`config.mk`:
```
export PLATFORM = sky130hd
export DESIGN_NAME = fmr_raster
export DESIGN_NICKNAME = d
export VERILOG_FILES = /design/src/hw/rtl/fmr_pkg.sv /design/src/hw/rtl/fmr_raster.sv
export SDC_FILE = /design/constraint.sdc
export NUM_CORES = 1
export LEC_CHECK = 0
export BUFFER_PORTS_ARGS = -buffer_cell sky130_fd_sc_hd__buf_2
export CAP_MARGIN = 10
export CORE_MARGIN = 4
export CORE_UTILIZATION = 61
export DETAILED_ROUTE_END_ITERATION = 8
export HOLD_SLACK_MARGIN = 0.12
export PLACE_DENSITY = 0.89
export SLEW_MARGIN = 30
export SYNTH_ARGS = -nofsm -noshare
export SYNTH_HDL_FRONTEND = slang
export SYNTH_SLANG_ARGS = --single-unit
```
`constraint.sdc`:
```
create_clock -name clk -period 4.9 [get_ports clk]
set_input_delay 0.245 -clock clk [delete_from_list [all_inputs] [get_ports clk]]
set_output_delay 0.245 -clock clk [all_outputs]
set_load 0.05 [all_outputs]
```
`src/hw/rtl/fmr_pkg.sv`:
```
package fmr_pkg;

	localparam int CFG_DATA_W = 13;
	localparam int CFG_IDX_W  = 2;
	localparam int PIX_W      = 32;

	typedef enum logic [CFG_IDX_W-1:0] {
		REG_FRAME_WIDTH  = 2'd0,
		REG_FRAME_HEIGHT = 2'd1,
		REG_BLOCK_SIZE   = 2'd2
	} cfg_reg_t;

	localparam int RST_FRAME_WIDTH  = 640;
	localparam int RST_FRAME_HEIGHT = 480;
	localparam int RST_BLOCK_SIZE   = 8;

	typedef logic [PIX_W-1:0] pixel_t;

	localparam pixel_t OPAQUE_BLACK = 32'hFF00_0000;

	// raster control for the pixel being transferred in
	typedef struct packed {
		logic line_rd;      // later row of a block: color comes from the line store
		logic block_start;  // top-left pixel of a block
		logic frame_end;    // last pixel of the frame
	} raster_ctl_t;

	typedef struct packed {
		pixel_t key;
		pixel_t value;
	} swap_pair_t;

	localparam int SWAP_LEN = 18;

	localparam swap_pair_t SWAP_TABLE [SWAP_LEN] = '{
		'{32'hFF008AFF, 32'hFF000000},
		'{32'hFF646464, 32'hFF404040},
		'{32'hFF787878, 32'hFF737373},
		'{32'hFFA5A08C, 32'hFF737373},
		'{32'hFF91873C, 32'hFFABABAB},
		'{32'hFF91873D, 32'hFFABABAB},
		'{32'hFF5A6423, 32'hFFABABAB},
		'{32'hFF75752F, 32'hFFABABAB},
		'{32'hFF784614, 32'hFF8D8D8D},
		'{32'hFF00FF00, 32'hFFCCCCCC},
		'{32'hFF400000, 32'hFF999999},
		'{32'hFFFF0000, 32'hFF999999},
		'{32'hFF7F0000, 32'hFFFFFFFF},
		'{32'hFFFF00FF, 32'hFFC0C0C0},
		'{32'hFFD2C8A0, 32'hFF666666},
		'{32'hFF8C460F, 32'hFF666666},
		'{32'hFFFF8000, 32'hFF808080},
		'{32'hFFDC6400, 32'hFF808080}
	};

	// keys are all distinct, so an AND-OR of the hits gives the single match
	function automatic pixel_t recolor(input pixel_t c);
		pixel_t acc;
		logic   any_hit;
		acc     = '0;
		any_hit = 1'b0;
		for (int i = 0; i < SWAP_LEN; i++) begin
			if (SWAP_TABLE[i].key == c) begin
				acc     = acc | SWAP_TABLE[i].value;
				any_hit = 1'b1;
			end
		end
		return any_hit ? acc : c;
	endfunction

endpackage

```
`src/hw/rtl/fmr_raster.sv`:
```
// Raster and block position counters plus the size registers.
module fmr_raster #(
	parameter int MAX_WIDTH  = 4096,
	parameter int MAX_HEIGHT = 4096,
	parameter int CW         = $clog2(MAX_WIDTH),
	parameter int LW         = $clog2(MAX_HEIGHT)
) (
	input  logic                              clk,
	input  logic                              arst_n,
	input  logic                              cfg_wr_en,
	input  logic [fmr_pkg::CFG_IDX_W-1:0]     cfg_index,
	input  logic [fmr_pkg::CFG_DATA_W-1:0]    cfg_data,
	input  logic                              adv,
	output fmr_pkg::raster_ctl_t              ctl,
	output logic [CW-1:0]                     blk_idx
);

	localparam int DW  = $clog2(MAX_WIDTH + 1);
	localparam int HDW = $clog2(MAX_HEIGHT + 1);

	localparam int W_RST = (fmr_pkg::RST_FRAME_WIDTH > MAX_WIDTH) ?
		MAX_WIDTH : fmr_pkg::RST_FRAME_WIDTH;
	localparam int H_RST = (fmr_pkg::RST_FRAME_HEIGHT > MAX_HEIGHT) ?
		MAX_HEIGHT : fmr_pkg::RST_FRAME_HEIGHT;
	localparam int B_RST = (fmr_pkg::RST_BLOCK_SIZE > MAX_WIDTH) ?
		MAX_WIDTH : fmr_pkg::RST_BLOCK_SIZE;

	logic [DW-1:0]  wid_q;
	logic [HDW-1:0] hgt_q;
	logic [DW-1:0]  bsz_q;

	logic [CW-1:0] col_q;
	logic [LW-1:0] line_q;
	logic [CW-1:0] ox_q;
	logic [CW-1:0] oy_q;
	logic [CW-1:0] bidx_q;

	logic line_end;
	logic frame_end;
	logic ox_wrap;
	logic oy_wrap;

	// zero acts as one, oversize acts as the maximum
	function automatic logic [31:0] clamp_reg(input logic [fmr_pkg::CFG_DATA_W-1:0] v,
			input logic [31:0] hi);
		logic [31:0] v32;
		v32 = 32'(v);
		if (v32 == 32'd0) begin
			return 32'd1;
		end
		return (v32 > hi) ? hi : v32;
	endfunction

	assign line_end  = (DW'(col_q) + DW'(1)) >= wid_q;
	assign frame_end = line_end && ((HDW'(line_q) + HDW'(1)) >= hgt_q);
	assign ox_wrap   = (DW'(ox_q) + DW'(1)) >= bsz_q;
	assign oy_wrap   = (DW'(oy_q) + DW'(1)) >= bsz_q;

	assign ctl.line_rd     = (oy_q != '0);
	assign ctl.block_start = (oy_q == '0) && (ox_q == '0);
	assign ctl.frame_end   = frame_end;
	assign blk_idx         = bidx_q;

	always_ff @(posedge clk or negedge arst_n) begin
		if (!arst_n) begin
			wid_q  <= DW'(W_RST);
			hgt_q  <= HDW'(H_RST);
			bsz_q  <= DW'(B_RST);
			col_q  <= '0;
			line_q <= '0;
			ox_q   <= '0;
			oy_q   <= '0;
			bidx_q <= '0;
		end else if (cfg_wr_en) begin
			unique case (fmr_pkg::cfg_reg_t'(cfg_index))
				fmr_pkg::REG_FRAME_WIDTH: begin
					wid_q <= DW'(clamp_reg(cfg_data, 32'(MAX_WIDTH)));
				end
				fmr_pkg::REG_FRAME_HEIGHT: begin
					hgt_q <= HDW'(clamp_reg(cfg_data, 32'(MAX_HEIGHT)));
				end
				fmr_pkg::REG_BLOCK_SIZE: begin
					bsz_q <= DW'(clamp_reg(cfg_data, 32'(MAX_WIDTH)));
				end
				default: begin
				end
			endcase
			// a write to a defined register restarts the frame
			if (cfg_index == fmr_pkg::REG_FRAME_WIDTH || cfg_index == fmr_pkg::REG_FRAME_HEIGHT
					|| cfg_index == fmr_pkg::REG_BLOCK_SIZE) begin
				col_q  <= '0;
				line_q <= '0;
				ox_q   <= '0;
				oy_q   <= '0;
				bidx_q <= '0;
			end
		end else if (adv) begin
			if (frame_end) begin
				col_q  <= '0;
				line_q <= '0;
				ox_q   <= '0;
				oy_q   <= '0;
				bidx_q <= '0;
			end else if (line_end) begin
				col_q  <= '0;
				ox_q   <= '0;
				bidx_q <= '0;
				line_q <= line_q + LW'(1);
				oy_q   <= oy_wrap ? '0 : oy_q + CW'(1);
			end else begin
				col_q <= col_q + CW'(1);
				if (ox_wrap) begin
					ox_q   <= '0;
					bidx_q <= bidx_q + CW'(1);
				end else begin
					ox_q <= ox_q + CW'(1);
				end
			end
		end
	end

	a_frame_wraps: assert property (@(posedge clk) disable iff (!arst_n)
		(adv && !cfg_wr_en && frame_end) |=> (col_q == '0 && line_q == '0 && oy_q == '0))
		else $error("raster did not restart after last pixel");

	a_store_rw_excl: assert property (@(posedge clk) disable iff (!arst_n)
		!(ctl.line_rd && ctl.block_start))
		else $error("line store write and read selected together");

	a_col_step: assert property (@(posedge clk) disable iff (!arst_n)
		(adv && !cfg_wr_en && !line_end) |=> (col_q == $past(col_q) + CW'(1)))
		else $error("column counter skipped");

endmodule

```
### Word-level counts from Yosys, hierarchy flattened

Cells that the tools add are included.

| storage, ports and cells | value |
|---|---|
| flip-flop bits (word level) | 99 |
| input port bits | 19 |
| output and inout port bits | 15 |
| logic and storage cells | 79 |

| operators by class | value |
|---|---|
| add/sub/neg operators | 9 |
| order comparisons | 5 |
| eq/ne operators | 3 |
| muxes and demuxes | 36 |
| reduce and logical (&&, ||, !) cells | 18 |

Operators by type and width:

| kind | number |
|---|---|
| 12-bit 2-to-1 mux | 24 |
| 13-bit 2-to-1 mux | 5 |
| 12-bit by 1-bit adder with 12-bit output (second input constant) | 5 |
| 12-bit by 1-bit adder with 13-bit output (second input constant) | 4 |
| 13-bit greater-or-equal comparator | 4 |
| 12-bit zero test | 2 |
| 13-bit greater-than comparator (second input constant) | 1 |
| 13-bit zero test | 1 |
| 12-bit nonzero test | 1 |
| 2-bit AND reduction | 4 |
| 1-bit 2-to-1 mux | 7 |
| 3-bit AND reduction | 2 |
| 4-bit nonzero test | 1 |
| 3-bit nonzero test | 1 |
| 2-bit by 1-bit == test with 1-bit output (second input constant) | 1 |
| 2-bit == test (second input constant) | 1 |
| 1-bit logical AND | 2 |
| 2-bit zero test | 1 |
| 1-bit logical OR | 2 |
| 2-bit by 1-bit inequality test with 1-bit output (second input constant) | 1 |
| 2-bit nonzero test | 1 |

### Depth between registers and ports, before layout

| depth | value |
|---|---|
| word-level depth | 7 |
| depth in mapped cells | 14 |
| depth with buffers taken out | 13 |

### Worst setup path after synthesis

Ideal clock, no wire load.

| timing path | value |
|---|---|
| path kind | reg2reg |
| start point | reg col_q[2] |
| end point | reg oy_q[10] |
| setup time | 0.124 ns |
| data arrival time | 2.732 ns |
| required time | 4.776 ns |
| setup slack | 2.044 ns |
| stages on the path, launching flop included | 15 |
| path buffers | 2 |
| clock period less this slack | 2.856 ns |
| cells stage by stage | dfrtp_1 clkbuf_1 nand3_1 nor2_1 nand4_1 xnor2_1 ha_1 nand4_1 nor3_2 nor3_1 o21a_2 o21ai_4 buf_6 nor2_1 a211o_1 |

| between the ends | value |
|---|---|
| cells in the longest elaborated chain, start to end | 6 |
| elaborated cells between the ends (all ways) | 8 |
| classes of those cells | add/sub: 1; order compare: 1; mux: 3; reduce/logical: 3 |

Ends and longest elaborated chain:

| element | line | text |
|---|---|---|
| start, declared | fmr_raster.sv:32 | `logic [CW-1:0] col_q;` |
| start signal, assigned | fmr_raster.sv:111 | `col_q <= col_q + CW'(1);` |
| 12-bit by 1-bit adder with 13-bit output (*) | fmr_raster.sv:54 | `assign line_end = (DW'(col_q) + DW'(1)) >= wid_q;` |
| 13-bit greater-or-equal comparator (*) | fmr_raster.sv:54 |  |
| 1-bit logical AND | fmr_raster.sv:55 | `assign frame_end = line_end && ((HDW'(line_q) + HDW'(1)) >= hgt_q);` |
| 12-bit 2-to-1 mux | fmr_raster.sv:98 | `if (frame_end) begin` |
| 12-bit 2-to-1 mux | fmr_raster.sv:97 | `end else if (adv) begin` |
| 12-bit 2-to-1 mux | fmr_raster.sv:74 | `end else if (cfg_wr_en) begin` |
| end signal, assigned | fmr_raster.sv:109 | `oy_q <= oy_wrap ? '0 : oy_q + CW'(1);` |
| end, declared | fmr_raster.sv:35 | `logic [CW-1:0] oy_q;` |

Mark *: on every way between the ends. The rest lies on a longest branch, timed or not. The select of a mux whose other input is x is not followed.
A chain may end at the register's enable or synchronous reset.

### Final worst setup path

| timing path | value |
|---|---|
| start point | reg col_q[3] |
| end point | reg line_q[5] |

| between the ends | value |
|---|---|
| cells in the longest elaborated chain, start to end | 6 |
| elaborated cells between the ends (all ways) | 8 |
| classes of those cells | add/sub: 1; order compare: 1; mux: 3; reduce/logical: 3 |

Ends and longest elaborated chain:

| element | line | text |
|---|---|---|
| 12-bit by 1-bit adder with 13-bit output (*) | fmr_raster.sv:54 |  |
| 13-bit greater-or-equal comparator (*) | fmr_raster.sv:54 |  |
| 1-bit logical AND | fmr_raster.sv:55 |  |
| 12-bit 2-to-1 mux | fmr_raster.sv:98 |  |
| 12-bit 2-to-1 mux | fmr_raster.sv:97 |  |
| 12-bit 2-to-1 mux | fmr_raster.sv:74 |  |
| end signal, assigned | fmr_raster.sv:108 | `line_q <= line_q + LW'(1);` |
| end, declared | fmr_raster.sv:33 | `logic [LW-1:0] line_q;` |

Marks and branches as above.

==> flow_summary.ini <==
[placed_design]
port_buffers = 33
routabilityCongestion = 0.881
hpwl_um = 10300
placedCellCount = 813
placed_area_mm2 = 0.00645

[global_routing]
grt_max_degree = 81
grt_usage_pct = 25.6
overflow = 0
grt_pass1_wl_um = 24100
antenna_found_initial = 0
grt_pass1_vias = 5082

[sta]
max_freq_mhz = 266
finalHoldViolCount = 0
worst_pin_slew_ns = 0.847
min_period_ns = 3.75
setup_violations = 0
setup_tns_ns = 0
fin_crit_sh_pct = 76.6
slew_viol_final = 0
relSlewSlack_pct = 43.3
rsz0062_at_grt = false
finClkSkew_ns = 0.0148

[floorplan]
ios = 34
rows = 36
dieWidth_um = 109
core-area_mm2 = 0.00986
die-height_um = 109
start_util_pct = 63.4
dieArea_mm2 = 0.0119

[critical_path]
worstReg2RegStart = col_q[3]
cp_max_fo = 28
r2r_slack_ns = 1.15
timing.critical_path.cells = and3_1 -> nand3_1 -> nor2_1 -> nand4_1 -> xnor2_1 -> ha_1 -> nand4_1 -> nor2_1 -> nand3_2 -> o21a_1 -> nor2_4 -> o21ai_0 -> a22o_1
cp.arrival_ns = 4.04
rr_endpoint = line_q[5]
required_ns = 5.18
path_class = reg2reg
cp-start-kind = flip-flop
cp_num_cells = 13
reg2reg_depth = 13
path_buf_inv = 0
cp_top_family = simple AND/OR/NAND/NOR gates
endpoint_kind = flip-flop
critPathMaxStageDelay_ns = 0.59
cpMaxStageDelayCell = nor2_4

[route]
wl_per_cell_um = 16.6
num_vias = 4989
vias_per_cell = 6.00
drc_errors = 0
firstDrtPassIters = 5
antenna_left = 0
drt_iter0_drc = 290
routed_wl_um = 13800

[finish]
area_growth_pct = 7.06
design_area_mm2 = 0.00669
nets = 772
instances_no_fill = 831
drive_gt1_share_pct = 12.2
fillers = 740
diodes = 0

[clock_network]
clk_pin_slew_ns = 0.10
cts_tree = built
cts_root_buf = clkbuf_8
htreeDepth = 3
cts.sinks = 99
cts_buffer_depth = 2
numCtsBuffers = 9
clock_latency_ns = 0.38

[synthesis]
ys_ff_latch = 99
syn_avg_cell_area_um2 = 9.28
ys.flop_type = dfrtp_1
yosysWarnings = 0
async_flop_share_pct = 100
yosysSeqAreaShare_pct = 39.8
synth_edf_count = 0
syn_inst = 674
ys_types = 62
syn_nets = 753
synth_area_mm2 = 0.00625

[pwr]
power_density_mw_per_mm2 = 303
p_leak_nw = 3.18
ir_drop_mv = 0.261
total_power_mw = 2.03

[outcome]
status = finished clean

[hold_path]
worstHoldStart = cfg_data[5]
hold_depth = 3
whs_endpoint = hgt_q[5]
min_path_type = in2reg

[flow_run]
maxCapViolations = 0
metal layers:
metal / track usage (%) / part of all wire, %
met5: 0 / 0
met4: 8.19 / 1.8
met3: 4.80 / 5.0
met2: 43.2 / 50
met1: 33.5 / 43
synth_stat cells, types with 2 or more instances:
| cell | n | area, um^2 |
|---|---|---|
| or2_1 | 2 | 12.5 |
| a22o_1 | 13 | 114 |
| nor2_1 | 33 | 124 |
| o31ai_1 | 7 | 52.6 |
| and3_1 | 10 | 62.6 |
| clkbuf_1 | 16 | 60.1 |
| nor2b_1 | 9 | 56.3 |
| nand2_2 | 2 | 12.5 |
| nor4_1 | 7 | 43.8 |
| nor3_1 | 4 | 20.0 |
| dfstp_2 | 7 | 184 |
| a211o_1 | 2 | 17.5 |
| and2_1 | 2 | 12.5 |
| dfrtp_1 | 92 | 2300 |
| a31oi_1 | 6 | 37.5 |
| a21o_1 | 11 | 82.6 |
| ha_1 | 60 | 751 |
| nand3b_1 | 2 | 15.0 |
| nor4_2 | 2 | 25.0 |
| inv_1 | 44 | 165 |
| nand4_1 | 13 | 81.3 |
| o21ai_1 | 23 | 115 |
| a32o_1 | 8 | 80.1 |
| nand2_1 | 96 | 360 |
| o21ai_0 | 47 | 235 |
| buf_2 | 6 | 30.0 |
| buf_4 | 3 | 22.5 |
| mux2_2 | 4 | 45.0 |
| nand3_1 | 27 | 135 |
| nor2_4 | 2 | 22.5 |
| xor2_1 | 20 | 175 |
| o211ai_1 | 3 | 22.5 |
| xnor2_1 | 28 | 245 |
| a21oi_2 | 2 | 17.5 |
| nand2b_1 | 12 | 75.1 |
| buf_6 | 3 | 33.8 |
| a21oi_1 | 19 | 95.1 |
| and4_1 | 3 | 26.3 |
area by class of cell:
cell class,count,area (um^2),area share [%]
Sequential cell,99,2490,37.1
Multi-Input combinational cell,503,3450,51.6
Clock buffer,12,155,2.32
Inverter,44,165,2.47
Clock inverter,4,72.6,1.08
Timing Repair Buffer,36,194,2.90
Tap cell,133,166,2.49
worst register-to-register path, delay by kind of cell, from the launching register on:
kind	cells	cell delay, ns
and+or+nand+nor	8	1.86
AOI/OAI and AO/OA	3	0.84
DFF	1	0.44
adders and majority gates	1	0.33
xor gates and xnor gates	1	0.18
where the power goes:
| group | internal, mW | leakage [nW] | switching [mW] | total (mW) |
|---|---|---|---|---|
| logic | 0.171 | 1.75 | 0.319 | 0.490 |
| registers | 0.885 | 1.32 | 0.0501 | 0.935 |
| clock network | 0.315 | 0.113 | 0.287 | 0.602 |
metrics by stage:
step                      hold slack (ns)  setup WS, ns  utilization, %
after detailed placement            0.142          1.22            65.4
after floorplan                   -0.0506          2.04               -
final                               0.196          1.15            67.9
after global placement              0.135          1.46            65.4
after global routing                0.227         0.915            67.9
after CTS                           0.172          1.23            67.8
how the worst max path moves through the flow:
stage                        start  slack (ns)         to
after global routing      col_q[3]        0.91  line_q[5]
final                     col_q[3]        1.15  line_q[5]
after floorplan           col_q[2]        2.04   oy_q[10]
after CTS                 col_q[3]        1.23  line_q[5]
after global placement    col_q[3]        1.46  line_q[5]
after detailed placement  col_q[3]        1.22  line_q[5]
cell families after synthesis:
group | Yosys count | synth area share [%]
flip-flops | 99 | 39.8
XOR/XNOR | 48 | 6.72
AND/OR/NAND/NOR | 234 | 18.7
adder cells (fa/ha/maj) | 60 | 12.0
multiplexers | 4 | 0.720
buffers and inverters | 72 | 4.98
AO/OA/AOI/OAI | 157 | 17.1
timing repair:
action | in CTS | in global routing
hold buffers | 1 | 0
setup buffers | 0 | 0
gates resized for setup | 0 | 0
hold endpoints to repair | 19 | 0
cell usage in the layout (no fill, tap or decap), drive strengths merged, types with 3 or more instances in the layout:
cell type  instances
a21o              11
mux2               4
buf               35
xor2              20
a32o               8
dfrtp             92
nand2             98
nand3             28
nor2              35
xnor2             28
ha                60
a21oi             22
nand2b            12
and4               3
nor2b              9
o31ai              8
nor3               5
o21ai             72
o211ai             3
clkbuf            12
a31oi              6
nor4              10
and3              11
dfstp              7
inv               44
a22o              13
nand4             14
flip-flops by register name, summed over array words and instances (netlist names):
register  count
hgt_q        13
wid_q        13
ox_q         12
blk_idx      12
oy_q         12
col_q        12
bsz_q        13
line_q       12
(Power assumes the default switching activity.)
