[config.mk]
export PLATFORM = sky130hd
export DESIGN_NAME = fmr_out_stage
export DESIGN_NICKNAME = d
export VERILOG_FILES = /design/src/hw/rtl/fmr_pkg.sv /design/src/hw/rtl/fmr_out_stage.sv
export SDC_FILE = /design/constraint.sdc
export NUM_CORES = 1
export LEC_CHECK = 0
export BUFFER_PORTS_ARGS = -buffer_cell sky130_fd_sc_hd__buf_4
export CORE_ASPECT_RATIO = 1.1
export CORE_UTILIZATION = 30
export CTS_CLUSTER_SIZE = 40
export DETAILED_ROUTE_END_ITERATION = 12
export GPL_ROUTABILITY_DRIVEN = 0
export PLACE_DENSITY_LB_ADDON = 0.25
export SLEW_MARGIN = 15
export SYNTH_ARGS = -nofsm -noshare
export SYNTH_HDL_FRONTEND = slang
export SYNTH_SLANG_ARGS = --single-unit
[constraint.sdc]
create_clock -name clk -period 2.1 [get_ports clk]
set_clock_uncertainty 0.2 [all_clocks]
set_input_delay 0.525 -clock clk [delete_from_list [all_inputs] [get_ports clk]]
set_output_delay 0.525 -clock clk [all_outputs]
set_load 0.01 [all_outputs]
[src/hw/rtl/fmr_pkg.sv]
package fmr_pkg;

	localparam int CFG_DATA_W = 13;
	localparam int CFG_IDX_W  = 2;
	localparam int PIX_W      = 32;

	typedef enum logic [CFG_IDX_W-1:0] {
		REG_FRAME_WIDTH  = 2'd0,
		REG_FRAME_HEIGHT = 2'd1,
		REG_BLOCK_SIZE   = 2'd2
	} cfg_reg_t;

	localparam int RST_FRAME_WIDTH  = 640;
	localparam int RST_FRAME_HEIGHT = 480;
	localparam int RST_BLOCK_SIZE   = 8;

	typedef logic [PIX_W-1:0] pixel_t;

	localparam pixel_t OPAQUE_BLACK = 32'hFF00_0000;

	// raster control for the pixel being transferred in
	typedef struct packed {
		logic line_rd;      // later row of a block: color comes from the line store
		logic block_start;  // top-left pixel of a block
		logic frame_end;    // last pixel of the frame
	} raster_ctl_t;

	typedef struct packed {
		pixel_t key;
		pixel_t value;
	} swap_pair_t;

	localparam int SWAP_LEN = 18;

	localparam swap_pair_t SWAP_TABLE [SWAP_LEN] = '{
		'{32'hFF008AFF, 32'hFF000000},
		'{32'hFF646464, 32'hFF404040},
		'{32'hFF787878, 32'hFF737373},
		'{32'hFFA5A08C, 32'hFF737373},
		'{32'hFF91873C, 32'hFFABABAB},
		'{32'hFF91873D, 32'hFFABABAB},
		'{32'hFF5A6423, 32'hFFABABAB},
		'{32'hFF75752F, 32'hFFABABAB},
		'{32'hFF784614, 32'hFF8D8D8D},
		'{32'hFF00FF00, 32'hFFCCCCCC},
		'{32'hFF400000, 32'hFF999999},
		'{32'hFFFF0000, 32'hFF999999},
		'{32'hFF7F0000, 32'hFFFFFFFF},
		'{32'hFFFF00FF, 32'hFFC0C0C0},
		'{32'hFFD2C8A0, 32'hFF666666},
		'{32'hFF8C460F, 32'hFF666666},
		'{32'hFFFF8000, 32'hFF808080},
		'{32'hFFDC6400, 32'hFF808080}
	};

	// keys are all distinct, so an AND-OR of the hits gives the single match
	function automatic pixel_t recolor(input pixel_t c);
		pixel_t acc;
		logic   any_hit;
		acc     = '0;
		any_hit = 1'b0;
		for (int i = 0; i < SWAP_LEN; i++) begin
			if (SWAP_TABLE[i].key == c) begin
				acc     = acc | SWAP_TABLE[i].value;
				any_hit = 1'b1;
			end
		end
		return any_hit ? acc : c;
	endfunction

endpackage

[src/hw/rtl/fmr_out_stage.sv]
// Palette swap and output register.
module fmr_out_stage (
	input  logic            clk,
	input  logic            arst_n,
	input  logic            in_valid,
	input  fmr_pkg::pixel_t colour,
	input  logic            last,
	input  logic            out_stall,
	output logic            out_valid,
	output fmr_pkg::pixel_t pixel_out,
	output logic            frame_last,
	output logic            ready
);

	logic            valid_q;
	fmr_pkg::pixel_t pix_q;
	logic            last_q;

	assign ready = !valid_q || !out_stall;

	always_ff @(posedge clk or negedge arst_n) begin
		if (!arst_n) begin
			valid_q <= 1'b0;
		end else if (ready) begin
			valid_q <= in_valid;
		end
	end

	always_ff @(posedge clk) begin
		if (ready && in_valid) begin
			pix_q  <= fmr_pkg::recolor(colour);
			last_q <= last;
		end
	end

	assign out_valid  = valid_q;
	assign pixel_out  = pix_q;
	assign frame_last = last_q;

endmodule

# ---- Yosys cells after proc, flatten, opt, wreduce, memory -nomap -nowiden
# Cells that the tools add are included.
dict set report word_totals {
  reg_bits 34
  latchBits 0
  ramBits 0
  mem_bits_ro 0
  inputBits 37
  out_inout_bits 35
  elab_cells 63
  mem_count 0
}
dict set report classes {
  add_sub_neg 0
  mul 0
  div 0
  order_cmp 0
  n_eq_ne 18
  shift 0
  muxes 38
  bitwise_logic 0
  n_reduce_logical 4
}
# operator count
set op_table {}
lappend op_table {{$mux 32} 19}
lappend op_table {{$eq 32x32->1 const A} 18}
lappend op_table {{$mux 1} 19}
lappend op_table {{$logic_not 1->1} 2}
lappend op_table {{$logic_and 1x1->1} 1}
lappend op_table {{$logic_or 1x1->1} 1}

# ---- Longest topological paths before layout
# Gate-level depths: netlist of the first run.
dict set report depth {
  depth_word 21
  ltp_mapped 8
  ltp_nobuf 6
}

# ---- Worst setup path before layout of the first run
# No wires, ideal clock.
dict set report synth_timing {
  path_kind {input to register}
  from {in colour[21]}
  to {reg pix_q[17], in the netlist pixel_out[17], data pin}
  setup_time_ns 0.276
  t_arrival_ns 2.357
  t_required_ns 1.624
  setup_slack_ns -0.733
  cell_stages 7
  n_path_buf 1
  path_cell_list {or4_4 -> or4_1 -> or4_1 -> nand2_1 -> or4_4 -> buf_12 -> o21ai_1}
}
dict set report synth_via {
  elab_chain_len 21
  word_cells_on_any_way 54
  classes_between {18 x eq/ne; 36 x mux}
}
# element line_no
set synth_lines {}
lappend synth_lines {{start, declared} fmr_out_stage.sv:6} ;# input fmr_pkg::pixel_t colour,
lappend synth_lines {{$eq 32x32->1} fmr_pkg.sv:63} ;# if (SWAP_TABLE[i].key == c) begin
lappend synth_lines {{$mux 1 (18 in a row)} fmr_pkg.sv:63}
lappend synth_lines {{$mux 1} fmr_out_stage.sv:30} ;# if (ready && in_valid) begin
lappend synth_lines {{$mux 32 (*)} fmr_pkg.sv:68} ;# return any_hit ? acc : c;
lappend synth_lines {{end signal, assigned} fmr_out_stage.sv:31} ;# pix_q <= fmr_pkg::recolor(colour);
lappend synth_lines {{end, declared} fmr_out_stage.sv:16} ;# fmr_pkg::pixel_t pix_q;
# Every way passes the cells marked *; elsewhere a longest branch is shown, timed or not. The select of a mux whose other input is x is not followed.
# A chain may end at the register's enable or synchronous reset.

# ---- Worst setup path after layout of the first run
dict set report layout_timing {
  from {in colour[21]}
  to {reg pix_q[15], in the netlist pixel_out[15], data pin}
}
# The elaborated chain is that of the path after synthesis.

==> results of run 1 <==
-- area by class of cell --
cell class	count	area [um2]
inverter	9	33.8
clock inverter	2	37.5
multi-input combinational	160	1180
sequential	34	1020
fill	658	3330
timing repair buffer	155	1220
tap	85	106
clock buffer	6	72.6
-- cell families after synthesis --
group,count (synthesis)
AO/OA/AOI/OAI,34
flip-flops,34
buffers and inverters,25
AND/OR/NAND/NOR,124
-- path summary, 6_finish.rpt --
kind                       startpoint  cells past startpoint             to
max reg2reg                 out_valid                      3  pixel_out[17]
min in group asynchronous      arst_n                      2      out_valid
min reg2reg                 out_valid                      2      out_valid
max                        colour[21]                      8  pixel_out[15]
min                              last                      1     frame_last
max in group asynchronous      arst_n                      2      out_valid
-- metrics by stage --
stage	setup slack [ns]	cells	utilization, %	power, mW	area [um2]
3_3_place_gp	-0.992	434	47.3	1.16	3310
4_1_cts	-0.646	447	50.2	1.75	3520
3_5_place_dp	-1.02	434	47.3	1.16	3310
5_1_grt	-0.686	451	52.4	1.83	3670
2_1_floorplan	-0.732	217	-	0.923	2160
6_report	-0.651	451	52.4	1.76	3670
-- what timing repair did --
action | in CTS | in global routing
setup buffers | 2 | 3
pin swaps | 5 | 10
endpoints found under the hold margin | 1 | 0
hold buffers | 1 | 0
gates resized for setup | 13 | 22
cloned | 2 | 1
setup endpoints to repair | 24 | 24
-- cells in the mapped netlist, types with 2 or more instances --
| cell type | count | area [um2] |
|---|---|---|
| nand4b_1 | 2 | 17.5 |
| nor2b_1 | 5 | 31.3 |
| o32ai_1 | 4 | 35.0 |
| nor4bb_1 | 4 | 40.0 |
| buf_12 | 2 | 40.0 |
| nand2_1 | 19 | 71.3 |
| and4b_1 | 3 | 30.0 |
| or4_4 | 2 | 22.5 |
| or2_2 | 3 | 18.8 |
| nor2_1 | 7 | 26.3 |
| clkbuf_1 | 14 | 52.6 |
| and2_1 | 3 | 18.8 |
| and4_1 | 2 | 17.5 |
| edfxtp_1 | 33 | 991 |
| o21ai_2 | 4 | 35.0 |
| nor4b_1 | 4 | 35.0 |
| o21ai_1 | 11 | 55.1 |
| nand3_1 | 17 | 85.1 |
| or4_1 | 7 | 52.6 |
| nor3_1 | 6 | 30.0 |
| nand3b_1 | 2 | 15.0 |
| nand2b_1 | 2 | 12.5 |
| nor4_1 | 8 | 50.1 |
| nand4_1 | 20 | 125 |
| inv_1 | 9 | 33.8 |
| o21ai_0 | 3 | 15.0 |
| o21bai_2 | 5 | 56.3 |
| nor3b_1 | 2 | 15.0 |
-- sequential cells by signal, indices dropped and copies added, names as in the netlist --
register and flops:
out_valid 1, pixel_out 32, frame_last 1
-- layer usage --
layer | up-vias | share of wire [%] | track usage [%]
met5 | - | 0 | 0
met4 | 0 | 3.3 | 11.2
met3 | 28 | 5.6 | 1.91
met2 | 116 | 51 | 34.3
met1 | 1127 | 40 | 24.8
li1 | 1160 | - | -
-- power by group --
group | switching (mW) | internal [mW] | leakage, nW
clock network | 0.237 | 0.354 | 0.0514
registers | 0.0107 | 0.789 | 0.325
logic | 0.176 | 0.198 | 1.20
total | 0.425 | 1.34 | 1.57
-- cell usage in the layout (no fill, tap or decap), types with 5 or more instances in the layout --
master	n
nor4_1	5
edfxtp_1	33
nand4_1	20
o21bai_2	5
buf_6	7
clkbuf_8	5
nand2_1	18
nand3_1	17
o21ai_1	7
nor2b_1	5
buf_4	144
or4_4	7
o21ai_2	10
nor2_1	7
nor3_1	6
inv_1	9
==> flow_summary.ini, run 1 <==
[floorplan]
start_util_pct = 30.9
fp.dieW_um = 83.0
pin_count = 72
rows = 32
fp.dieH_um = 91.1
core_um2 = 7010
dieArea_um2 = 7560

[route]
drt_wl_total_um = 7730
antenna_left = 0
viasPerCell = 5.39
drc_errors = 0
drtIter0Drc = 195
drtPass1Iterations = 5
route.vias.total = 2431
routedWlPerCell_um = 17.1

[run_status]
status = finished with violations
violations = setup timing

[cts]
htreeDepth = 2
cts_sinks = 34
path_clk_slew_ns = 0.07
cts_root_buf = clkbuf_8
cts_buffers = 5
clk_latency_ns = 0.28
cts_tree = yes
clockBufferDepth = 2

[yosys]
synthesis.area_um2 = 2160
synth_top_family_by_area = simple AND/OR/NAND/NOR gates
synthAdderAreaFrac_pct = 0
synth_seq_cells = 34
syn_area_per_cell_um2 = 9.98
seq_area_frac_synth_pct = 46.9
yosys_warnings = 0
synthSimpleGateAreaFrac_pct = 35.4
synth_edf_count = 33
async_reset_ff_share_pct = 2.94
synth-compound-area-share_pct = 11.8
synthCells = 217
synth_top_flop_cell = edfxtp_1
synth_mux_area_share_pct = 0
ys_types = 42
synth-xor-area-share_pct = 0
synth_fp_nets = 254

[grt]
grt_pass1_wl_um = 12000
first_global_vias = 2447
grt.total_usage_pct = 20.1
grt_overflow = 0
grt_max_degree = 34
antenna_found_initial = 0

[worst_hold_path]
hold_path.class = input port to flop

[setup_path]
crit_required_ns = 1.92
cp_top_family = simple AND/OR/NAND/NOR gates
cp-end-kind = flop
worstPathMaxFanout = 6
cp-start-kind = input port
slowest_delay_ns = 0.53
crit_slowest_cell = or4_4
arrival_ns = 2.57
worst-setup-path-type = input port to flop
path_buf_inv = 2
crit_path_frequent_cell = or4_4
reg2reg_slack_ns = 0.73
path_cells = buf_6 > or4_4 > or4_4 > or4_4 > nand2_2 > or4_4 > buf_4 > o21ai_1

[finish]
final_layout_size_suffix_gt1_share_pct = 54.4
diodes = 0
area_growth_pct = 69.7
final_nets = 402

[timing]
hold_viol_final = 0
rsz0062_at_grt = true
holdWs_ns = 0.211
setup_viol = 24
fin_crit_sh_pct = 131
fmax_ghz = 0.364
tns_ns = -14.77
maxSlewHeadroom_pct = 60.7
maxSlewViolCount = 0
tightest_slew_ns = 0.584
post-route-min-period_ns = 2.75
worst_slack_ns = -0.651

[power]
p_per_area_nw_per_um2 = 481
ir_drop_mv = 0.445
p_leak_nw = 1.57

[job]
max_cap_viol_count = 0

[place]
port_buffers = 71
hpwl_um = 5860
Power figures use the tool's default switching activity.
==> run 2, diff against run 1 <==
==> constraint.sdc (replaced) <==
create_clock -name clk -period 2.37 [get_ports clk]
set_clock_uncertainty 0.2 [all_clocks]
set_input_delay 0.5925 -clock clk [delete_from_list [all_inputs] [get_ports clk]]
set_output_delay 0.5925 -clock clk [all_outputs]
set_load 0.05 [all_outputs]
==> run 2 against run 1 <==
Against the previous run: the run still ends with setup timing left; sequential share of layout area is 0.90 points higher; combinational power grew 13%; global-route usage is 0.24 points lower; cell area decreased by 3.1%; die area did not move; critical path depth is the same; power shrank 6.3%; worst hold slack improved by 0.068 ns; clock-buffer cell count shrank 1; core utilization shrank 1.6 points; first-iteration DRC count is 28% lower; worst setup slack better by 0.20 ns; highest routed layer unchanged.
==> flow_summary.ini, run 2 (synthesis gave the netlist of run 1 again) <==
[setup_path]
worst-setup-path-type = input port to flop
cp-end-kind = flop
r2r-end = frame_last
rr_worst_depth = 3
cp-start-kind = input port
worstPathMaxFanout = 7
worstReg2RegStart = out_valid
crit_required_ns = 2.17
reg2reg_slack_ns = 1.00
arrival_ns = 2.63

[route]
routedWlPerCell_um = 16.8
route.met2.wl_um = 3720
wl_met1_um = 3090
antenna_left = 0
drt_wl_total_um = 7500
route.vias.total = 2421
highest_layer = met4
viasPerCell = 5.43
drtPass1Iterations = 5
drtIter0Drc = 141
wl_met3_um = 561
drc_errors = 0

[timing]
worst_slack_ns = -0.454
rsz0062_at_grt = true
holdWs_ns = 0.279
maxSlewViolCount = 0
maxSlewHeadroom_pct = 51.2
setup_viol = 24
fmax_ghz = 0.354
post-route-min-period_ns = 2.82
hold_viol_final = 0
tightest_slew_ns = 0.725
fin_crit_sh_pct = 119
tns_ns = -9.97

[finish]
diodes = 0
regArea_um2 = 1020
final_common_cell = buf_4
final_cell_area_um2 = 3560
fin_util_pct = 50.8
multiInputGateArea_um2 = 1140
final_cell_mix = 144 x buf_4, 33 x edfxtp_1, 20 x nand4_1, 18 x nand2_1, 17 x nand3_1
fillCellCount = 663
final_cells = 446
final_layout_size_suffix_gt1_share_pct = 52.4
largest_reg_flops = 32
area_growth_pct = 64.3
final_nets = 397

[power]
p_per_area_nw_per_um2 = 465
p_leak_nw = 1.54
ir_drop_mv = 0.257

[run_status]
violations = setup timing
status = finished with violations

[job]
max_cap_viol_count = 0

[floorplan]
start_util_pct = 30.9
pin_count = 72
rows = 32
fp.dieW_um = 83.0
fp.dieH_um = 91.1
dieArea_um2 = 7560
core_um2 = 7010

[grt]
grt_overflow = 0
grt_max_degree = 34
antenna_found_initial = 0
grt_pass1_wl_um = 11900
first_global_vias = 2376
grt.total_usage_pct = 19.8

[place]
port_buffers = 71
post-place-cells = 432
place_area_um2 = 3290
hpwl_um = 5760

[cts]
htreeDepth = 2
clockBufferDepth = 2
cts_sinks = 34
clk_latency_ns = 0.29
cts_buffers = 5
path_clk_slew_ns = 0.07
cts_root_buf = clkbuf_8
cts_tree = yes

[worst_hold_path]
min_from = last
min_delay_worst_endpoint = frame_last
whs_path_depth = 1
hold_path.class = input port to flop
## run 2: changes by cell type in the layout (fill, tap and decap cells not counted), moves of 2 or more
cell	change
nor4_2	-2
nor4_1	+2
buf_6	-3
clkinv_2	+2
## run 2: stage by stage
stage	power [mW]	setup WS [ns]
floorplan	0.916	-0.530
global placement	1.12	-0.791
detailed placement	1.13	-0.827
CTS	1.65	-0.443
global route	1.71	-0.488
finish	1.65	-0.454
## run 2: routing by layer
layer / track usage (%) / vias to the layer above
met3: 2.36 / 9
met1: 26.2 / 1137
li1: - / 1149
met2: 33.7 / 126
met5: 0 / -
met4: 6.32 / 0
## run 2: area by class of cell
cell class | instances | share of cell area [%]
Clock buffer | 5 | 1.93
Clock inverter | 3 | 1.13
Inverter | 9 | 0.950
Multi-Input combinational cell | 160 | 31.9
Sequential cell | 34 | 28.6
Tap cell | 85 | 2.99
Timing Repair Buffer | 150 | 32.5
## run 2: power by group
group	switching, mW	internal, mW	leakage, nW
clock network	0.216	0.309	0.0579
registers	0.00883	0.699	0.325
logic	0.249	0.172	1.15
## run 2: worst max-delay path by stage
stage                           from             to  slack, ns  cells past startpoint
after floorplan           colour[21]   pixel_out[7]      -0.53                      7
after global placement    colour[21]  pixel_out[15]      -0.79                      8
after detailed placement  colour[21]  pixel_out[15]      -0.83                      8
after CTS                 colour[17]   pixel_out[1]      -0.44                      8
after global routing      colour[17]   pixel_out[5]      -0.49                      8
final                     colour[17]   pixel_out[9]      -0.45                      8
## run 2: worst max-delay path: stages
cell	delay (ns)
buf_6	0.09
or4_4	0.52
or4_4	0.53
or4_4	0.45
nand2_4	0.07
buf_4	0.12
or4_4	0.16
o21ai_1	0.09
## run 2: repair_timing
item	in CTS	in global routing
hold buffers	1	0
buffers inserted	3	0
pin swaps	7	3
hold endpoints to repair	1	0
resized for setup	20	6
cloned	2	0
endpoints found under the setup margin	24	24
==> run 3, diff against run 2 <==
- CORE_UTILIZATION: 30 -> 45
==> run 3 against run 2 <==
Against the previous run: the flow still finishes with violations (setup timing); fmax grew 2.0%; sequential cell count did not move; critical path depth decreased by 1; final cell count down 8.5%; clock power decreased by 24%; cell area decreased by 3.5%; worst hold slack better by 0.0093 ns; wire length down 2.4%; worst setup slack better by 0.056 ns; register-to-register slack lost 0.19 ns; global-route usage is 11 points higher; critical path type unchanged; critical endpoint is now pixel_out[6].
==> flow_summary.ini, run 3 (synthesis gave the netlist of run 1 again) <==
[run_status]
status = finished with violations
violations = setup timing

[route]
drtPass1Iterations = 7
routedWlPerCell_um = 17.9
antenna_left = 0
drt_wl_total_um = 7320
drc_errors = 0
drtIter0Drc = 281
route.vias.total = 2494
viasPerCell = 6.11

[floorplan]
fp.dieH_um = 74.7
rows = 26
core_um2 = 4620
dieArea_um2 = 5090
start_util_pct = 46.9
fp.dieW_um = 68.1
pin_count = 72

[setup_path]
critPathLaunch = colour[17]
cp-end-kind = flop
worst-setup-path-type = input port to flop
cp-start-kind = input port
crit_required_ns = 2.19
worstReg2RegStart = out_valid
arrival_ns = 2.59
worstPathMaxFanout = 6

[cts]
cts_root_buf = clkbuf_8
cts_buffers = 5
cts_tree = yes
clk_latency_ns = 0.29
cts_sinks = 34
path_clk_slew_ns = 0.06
clockBufferDepth = 2
htreeDepth = 2

[timing]
fin_crit_sh_pct = 117
hold_viol_final = 0
fmax_ghz = 0.361
setup_viol = 24
maxSlewViolCount = 0
tightest_slew_ns = 0.714
worst_slack_ns = -0.397
holdWs_ns = 0.288
rsz0062_at_grt = true
maxSlewHeadroom_pct = 52.0
post-route-min-period_ns = 2.77

[place]
port_buffers = 71
place_area_um2 = 3190
hpwl_um = 5160
place_ws_ns = -0.839

[finish]
final_cell_mix = 131 x buf_4, 33 x edfxtp_1, 20 x nand4_1, 18 x nand2_1, 17 x nand3_1
final_layout_size_suffix_gt1_share_pct = 50.0
final_nets = 388
largest_reg_flops = 32
final_common_cell = buf_4
multiInputGateArea_um2 = 1150
final_cell_area_um2 = 3430
diodes = 0
fillCellCount = 361
area_growth_pct = 58.6
regArea_um2 = 1020

[job]
max_cap_viol_count = 0

[power]
netSwitchingFraction_pct = 29.8
comb_power_share_pct = 27.6
p_leak_nw = 1.48
p_clk_share_pct = 26.2
power.switching_mw = 0.456
p_total_mw = 1.53
internal-power_mw = 1.07
p_per_area_nw_per_um2 = 446
seq_power_share_pct = 46.2
ir_drop_mv = 0.258

[grt]
grt.total_usage_pct = 30.8
antenna_found_initial = 0
grt_pass1_wl_um = 11100
first_global_vias = 2386
grt_overflow = 0
grt_max_degree = 20

[worst_hold_path]
min_from = last
hold_path.class = input port to flop
-- run 3: stage by stage --
stage	TNS [ns]	cells	utilization, %
6_report	-8.54	408	74.3
3_5_place_dp	-18.38	395	69.1
3_3_place_gp	-17.41	395	69.1
4_1_cts	-8.03	408	73.6
5_1_grt	-8.94	408	74.3
2_1_floorplan	-12.03	217	-
-- run 3: final timing paths --
kind / slack (ns) / to / depth (start not counted)
max reg2reg: 0.81 / frame_last / 3
max in group asynchronous: 1.48 / out_valid / 2
min reg2reg: 0.32 / out_valid / 2
min: 0.29 / frame_last / 1
min in group asynchronous: 0.41 / out_valid / 2
max: -0.40 / pixel_out[6] / 7
-- run 3: timing repair --
| action | CTS | global route |
|---|---|---|
| buffers inserted | 0 | 0 |
| hold buffers | 1 | 0 |
| pin swaps | 15 | 7 |
| endpoints found under the hold margin | 1 | 0 |
| resized for setup | 22 | 7 |
| endpoints found under the setup margin | 24 | 24 |
| gates cloned | 4 | 0 |
-- run 3: final cells by class --
class | count | area share (%)
multi-input cells | 162 | 33.5
repair buffers | 139 | 31.5
flip-flops and latches | 34 | 29.6
clock buffers | 6 | 2.11
well taps | 56 | 2.04
inverters | 9 | 0.984
clock inverters | 2 | 0.255
-- run 3: critical path, stage by stage --
cell	delay (ns)
buf_6	0.09
or4_4	0.53
or4_4	0.51
or4_4	0.45
nand2_4	0.11
or4_4	0.21
o21ai_1	0.09
-- run 3: metal layers --
layer / track usage [%] / share of wire (%) / routed length (um) / vias up
met2: 49.3 / 49 / 3600 / 203
met4: 21.5 / 5.2 / 381 / 0
met5: 0 / 0 / 0 / -
met3: 7.12 / 11 / 769 / 48
li1: - / - / - / 1128
met1: 36.1 / 35 / 2570 / 1115
-- run 3: power by group through the flow --
| stage | sequential [mW] | clock, mW | combinational [mW] |
|---|---|---|---|
| after floorplan | 0.833 | 0 | 0.0830 |
| after global placement | 0.720 | 0 | 0.395 |
| final | 0.707 | 0.401 | 0.422 |
| after CTS | 0.708 | 0.410 | 0.413 |
| after detailed placement | 0.721 | 0 | 0.401 |
| after global routing | 0.711 | 0.429 | 0.444 |
